## config.mk

```make
export PLATFORM = sky130hd
export DESIGN_NAME = lc3_ram
export DESIGN_NICKNAME = d
export VERILOG_FILES = /design/src/rtl/core/lc3_ram.sv
export SDC_FILE = /design/constraint.sdc
export NUM_CORES = 2
export LEC_CHECK = 0
export ABC_AREA = 0
export BUFFER_PORTS_ARGS = -buffer_cell sky130_fd_sc_hd__buf_2
export CAP_MARGIN = 40
export CORE_ASPECT_RATIO = 1.75
export CORE_MARGIN = 1
export CORE_UTILIZATION = 65
export CTS_BUF_LIST = sky130_fd_sc_hd__clkbuf_8
export DETAILED_ROUTE_END_ITERATION = 10
export PLACE_DENSITY = 0.83
export SLEW_MARGIN = 10
export SYNTH_ARGS = -nofsm -noshare
export SYNTH_HDL_FRONTEND = slang
export SYNTH_SLANG_ARGS = --single-unit
```

## constraint.sdc

```tcl
create_clock -name clk_i -period 3.3 [get_ports clk_i]
set_input_delay 0.165 -clock clk_i [delete_from_list [all_inputs] [get_ports clk_i]]
set_output_delay 0.165 -clock clk_i [all_outputs]
set_load 0.02 [all_outputs]
```

## src/rtl/core/lc3_ram.sv

```systemverilog
// Generic single-port-write, single-port-read RAM with registered read data.
// Used for the word memory and the register file; depends on nothing.
`timescale 1ns / 1ps

module lc3_ram #(
  parameter int unsigned WIDTH = 16,
  parameter int unsigned DEPTH = 256,
  localparam int unsigned AW = (DEPTH > 1) ? $clog2(DEPTH) : 1
) (
  input  logic             clk_i,
  input  logic             we_i,
  input  logic [AW-1:0]    waddr_i,
  input  logic [WIDTH-1:0] wdata_i,
  input  logic             re_i,
  input  logic [AW-1:0]    raddr_i,
  output logic [WIDTH-1:0] rdata_o
);

  logic [WIDTH-1:0] mem_q [DEPTH];
  logic [WIDTH-1:0] rdata_q;

  always_ff @(posedge clk_i) begin
    if (we_i) begin
      mem_q[waddr_i] <= wdata_i;
    end
    if (re_i) begin
      rdata_q <= mem_q[raddr_i];
    end
  end

  assign rdata_o = rdata_q;

endmodule

```

### Word level (Yosys, flattened, before mapping)

Memory sizes are Yosys's and may differ from the RTL's. A register that Yosys moved wholly into a read port is not among the register bits.
Index checks and enable logic that the tools add are counted.

| storage, ports and cells | value |
|---|---|
| input port bits | 35 |
| output and inout bits | 16 |
| memories | 1 |
| logic and storage cells | 3 |
| flip-flop bits (word level) | 0 |
| RAM bits | 4,096 |

Memories:

| memory | words | width | rd ports | clocked after Yosys merged registers in | wr ports | RTL line | text |
|---|---|---|---|---|---|---|---|
| mem_q | 256 | 16 | 1 | 1 | 1 | 19 | `logic [WIDTH-1:0] mem_q [DEPTH];` |

| cells by class | value |
|---|---|
| multiplexer cells | 2 |

Operators with widths:

| kind | number |
|---|---|
| $mux 1 | 2 |

### Logic depth before layout (Yosys ltp)

| depth | value |
|---|---|
| depth in word-level cells | 2 |
| mapped depth | 12 |
| mapped depth without buffers | 6 |

### Worst setup path before layout

Ideal clock, no wire load.

| path | value |
|---|---|
| path kind | input-to-reg |
| start | input raddr_i[0] |
| end | register rdata_q[4], in the netlist rdata_o[4] (read register of mem_q) (data pin) |
| stages on the path | 8 |
| setup time | 0.265 ns |
| required time | 3.035 ns |
| arrival time | 2.149 ns |
| slack | 0.886 ns |
| buffers on the path | 3 |
| path through | buf_6 > buf_6 > buf_2 > mux4_2 > mux4_2 > a22o_1 > o32ai_2 > nor4_2 |

RTL lines:

| element | RTL line | text |
|---|---|---|
| start: declaration | 15 | `input logic [AW-1:0] raddr_i,` |
| end: declaration | 20 | `logic [WIDTH-1:0] rdata_q;` |

==> impl_metrics.py <==
metrics = {
    "run_status": {
        "status": "finished, violations left",
        "violations": "setup timing",
    },
    "critical_path": {
        "endpoint": "rdata_o[14]$_DFFE_PP_",
        "crit_type": "flop to flop",
        "cp-end-kind": "flop",
        "reg2reg_to": "rdata_o[14]$_DFFE_PP_",
        "crit_arrival_ps": 4100,
        "rrSetupSlack_ps": -50,
        "cp-startpoint": "mem_q[10][14]$_DFFE_PP_",
        "reg2regPathDepth": 7,
        "cp.required_ps": 4050,
        "worst_setup_path_start_kind": "flop",
        "crit_path_max_fanout": 1,
        "r2r_start": "mem_q[10][14]$_DFFE_PP_",
    },
    "synthesis": {
        "ys_types": 51,
        "syn-cell-area_mm2": 0.1589,
        "ys_ff_latch": 4112,
        "avgSynthCellArea_um2": 21.59,
        "synthTopCellsByArea": "edfxtp_1 78%, mux4_2 11%, mux2i_1 3.6%",
        "netlist_instances": 7360,
        "syn_nets": 7395,
        "synth_top_area_frac": 0.7772,
        "yosys.area.top_type": "edfxtp_1",
        "synth_flop_cell": "edfxtp_1",
        "synthArstFlopShare": 0,
        "synth_sequential_area_ratio": 0.7772,
        "synth_edf_count": 4112,
        "yosys_warnings": 0,
    },
    "final_layout": {
        "stdcell_area_mm2": 0.1781,
        "final_cells": 11969,
        "nFillCells": 12483,
        "final_cell_mix": "4,112 x edfxtp_1, 797 x mux4_2, 631 x buf_4",
        "drive_gt1_frac": 0.2757,
        "area_growth_pct": 12.12,
        "nets": 8317,
        "fin_util": 0.7345,
        "layout_commonest_cell": "edfxtp_1",
    },
    "clock_network": {
        "cts.path.max_buffers": 4,
        "cts_tree": "yes",
        "clkLatencyLatePin_ps": 1060,
        "root_buffer": "clkbuf_8",
        "post_cts_resized": 0,
        "cts_inserted_buffers": 549,
        "holdBufCountCts": 24,
        "postCtsSetupBuffers": 0,
        "cts_num_sinks": 4112,
        "htree_levels": 6,
        "clkTransAtPathRegs_ps": 70,
    },
    "place": {
        "io_buffers": 50,
        "placed_cells": 10954,
        "hpwl_um": 276400,
        "placed_cell_area_mm2": 0.1677,
        "gp_congestion": 1.024,
        "pre_cts_slack_ps": -669.5,
    },
    "route": {
        "routedWlPerCell_um": 36.45,
        "drtIter0Drc": 11327,
        "totalWireLength_um": 436300,
        "viasPerCell": 6.974,
        "drt_pass1_iterations": 9,
        "antenna_left": 0,
        "vias": 83476,
        "post-route-drc-count": 0,
    },
    "sta": {
        "clock-skew-final_ps": 63.08,
        "setup_tns_ps": -46.12,
        "min_period_ps": 3346,
        "fin_ws_ps": -46.12,
        "maxSlewHeadroom": 0.1460,
        "post-route-period-util": 1.014,
        "fin_hold_ws_ps": 91.29,
        "clock.fmax_mhz": 298.9,
        "drv_slew": 0,
        "finalSetupViolCount": 1,
        "grt_setup_unrepaired": "no",
        "hold_viol": 0,
        "worst_pin_slew_ps": 1281,
    },
    "global_route": {
        "antenna_found_initial": 25,
        "track_usage": 0.3563,
        "overflow": 0,
        "grt_pass1_vias": 84840,
        "grt_pass1_wl_um": 611100,
        "grt_start_max_net_pins": 120,
    },
    "pwr": {
        "power_density_mw_per_mm2": 560.3,
        "total_power_mw": 99.81,
        "power_leakage_nw": 57.84,
        "vdd_drop_max_v": 0.0003373,
    },
    "worst_hold_path": {
        "hold_class": "primary input to flop",
        "min-delay-start": "waddr_i[4]",
        "hold_path_depth": 4,
    },
    "floorplan": {
        "fp.dieH_um": 656.0,
        "num_io_pins": 51,
        "fp.dieW_um": 375.7,
        "die_area_mm2": 0.2465,
        "num_rows": 239,
        "coreArea_mm2": 0.2425,
        "start_util": 0.6551,
    },
    "run": {
        "cap_violations": 0,
    },
}
==> critical path: stages, from the launching register on <==
cell and delay, ps:
edfxtp_1 400, mux4_2 490, mux2_2 290, a22oi_1 420, nand2_1 440, o32ai_1 720, buf_4 250, nor4_1 50
==> routing by layer <==
layer | vias up | wire length (um) | global-route usage
met5 | - | 109 | 0
met4 | 16 | 44920 | 0.3022
met3 | 1454 | 43580 | 0.06254
met2 | 6289 | 216300 | 0.5841
met1 | 42520 | 131300 | 0.4090
li1 | 33197 | - | -
==> worst min-delay path by stage <==
stage / to
2_1_floorplan: mem_q[0][0]$_DFFE_PP_
3_3_place_gp: mem_q[22][7]$_DFFE_PP_
3_5_place_dp: mem_q[131][11]$_DFFE_PP_
4_1_cts: mem_q[117][9]$_DFFE_PP_
5_1_grt: mem_q[117][9]$_DFFE_PP_
6_report: mem_q[117][9]$_DFFE_PP_
==> cells by family (layout without fill, tap and decap cells) <==
| family | count (synthesis) | in the layout | synth area share |
|---|---|---|---|
| DFF | 4112 | 4112 | 0.7772 |
| and+or+nand+nor | 556 | 556 | 0.01573 |
| muxes | 1450 | 1450 | 0.1548 |
| buffers and inverters | 456 | 1789 | 0.01692 |
| AOI/OAI and AO/OA | 786 | 786 | 0.03534 |
| other | 0 | 23 | 0 |
==> state kept, by name (all words and copies together) (netlist names) <==
| register | count |
|---|---|
| rdata_o | 16 |
| mem_q | 4096 |
==> synth_stat cells, types with 76 or more instances <==
library cell	count
edfxtp_1	4112
mux4_2	797
mux2i_1	565
nor2_1	304
o221ai_1	252
clkbuf_1	230
a21oi_1	175
o22ai_1	148
nor3_1	92
mux2_2	88
buf_6	77
buf_2	76
==> where the power goes <==
part	total, mW	internal (mW)	switching [mW]
sequential	57.7	57.6	0.0804
combinational	5.90	2.11	3.79
clock	36.2	17.8	18.5
==> layout make-up <==
cell class | instances | area (um^2) | share of cell area
inverter | 4 | 25.02 | 0.0001405
multi-input combinational | 2792 | 32790 | 0.1841
clock buffer | 566 | 7790 | 0.04373
tap | 3253 | 4070 | 0.02285
sequential | 4112 | 123500 | 0.6932
timing repair buffer | 823 | 7599 | 0.04266
antenna | 23 | 57.56 | 0.0003231
clock inverter | 396 | 2326 | 0.01306
No activity file was read; power rests on OpenSTA's default activity.
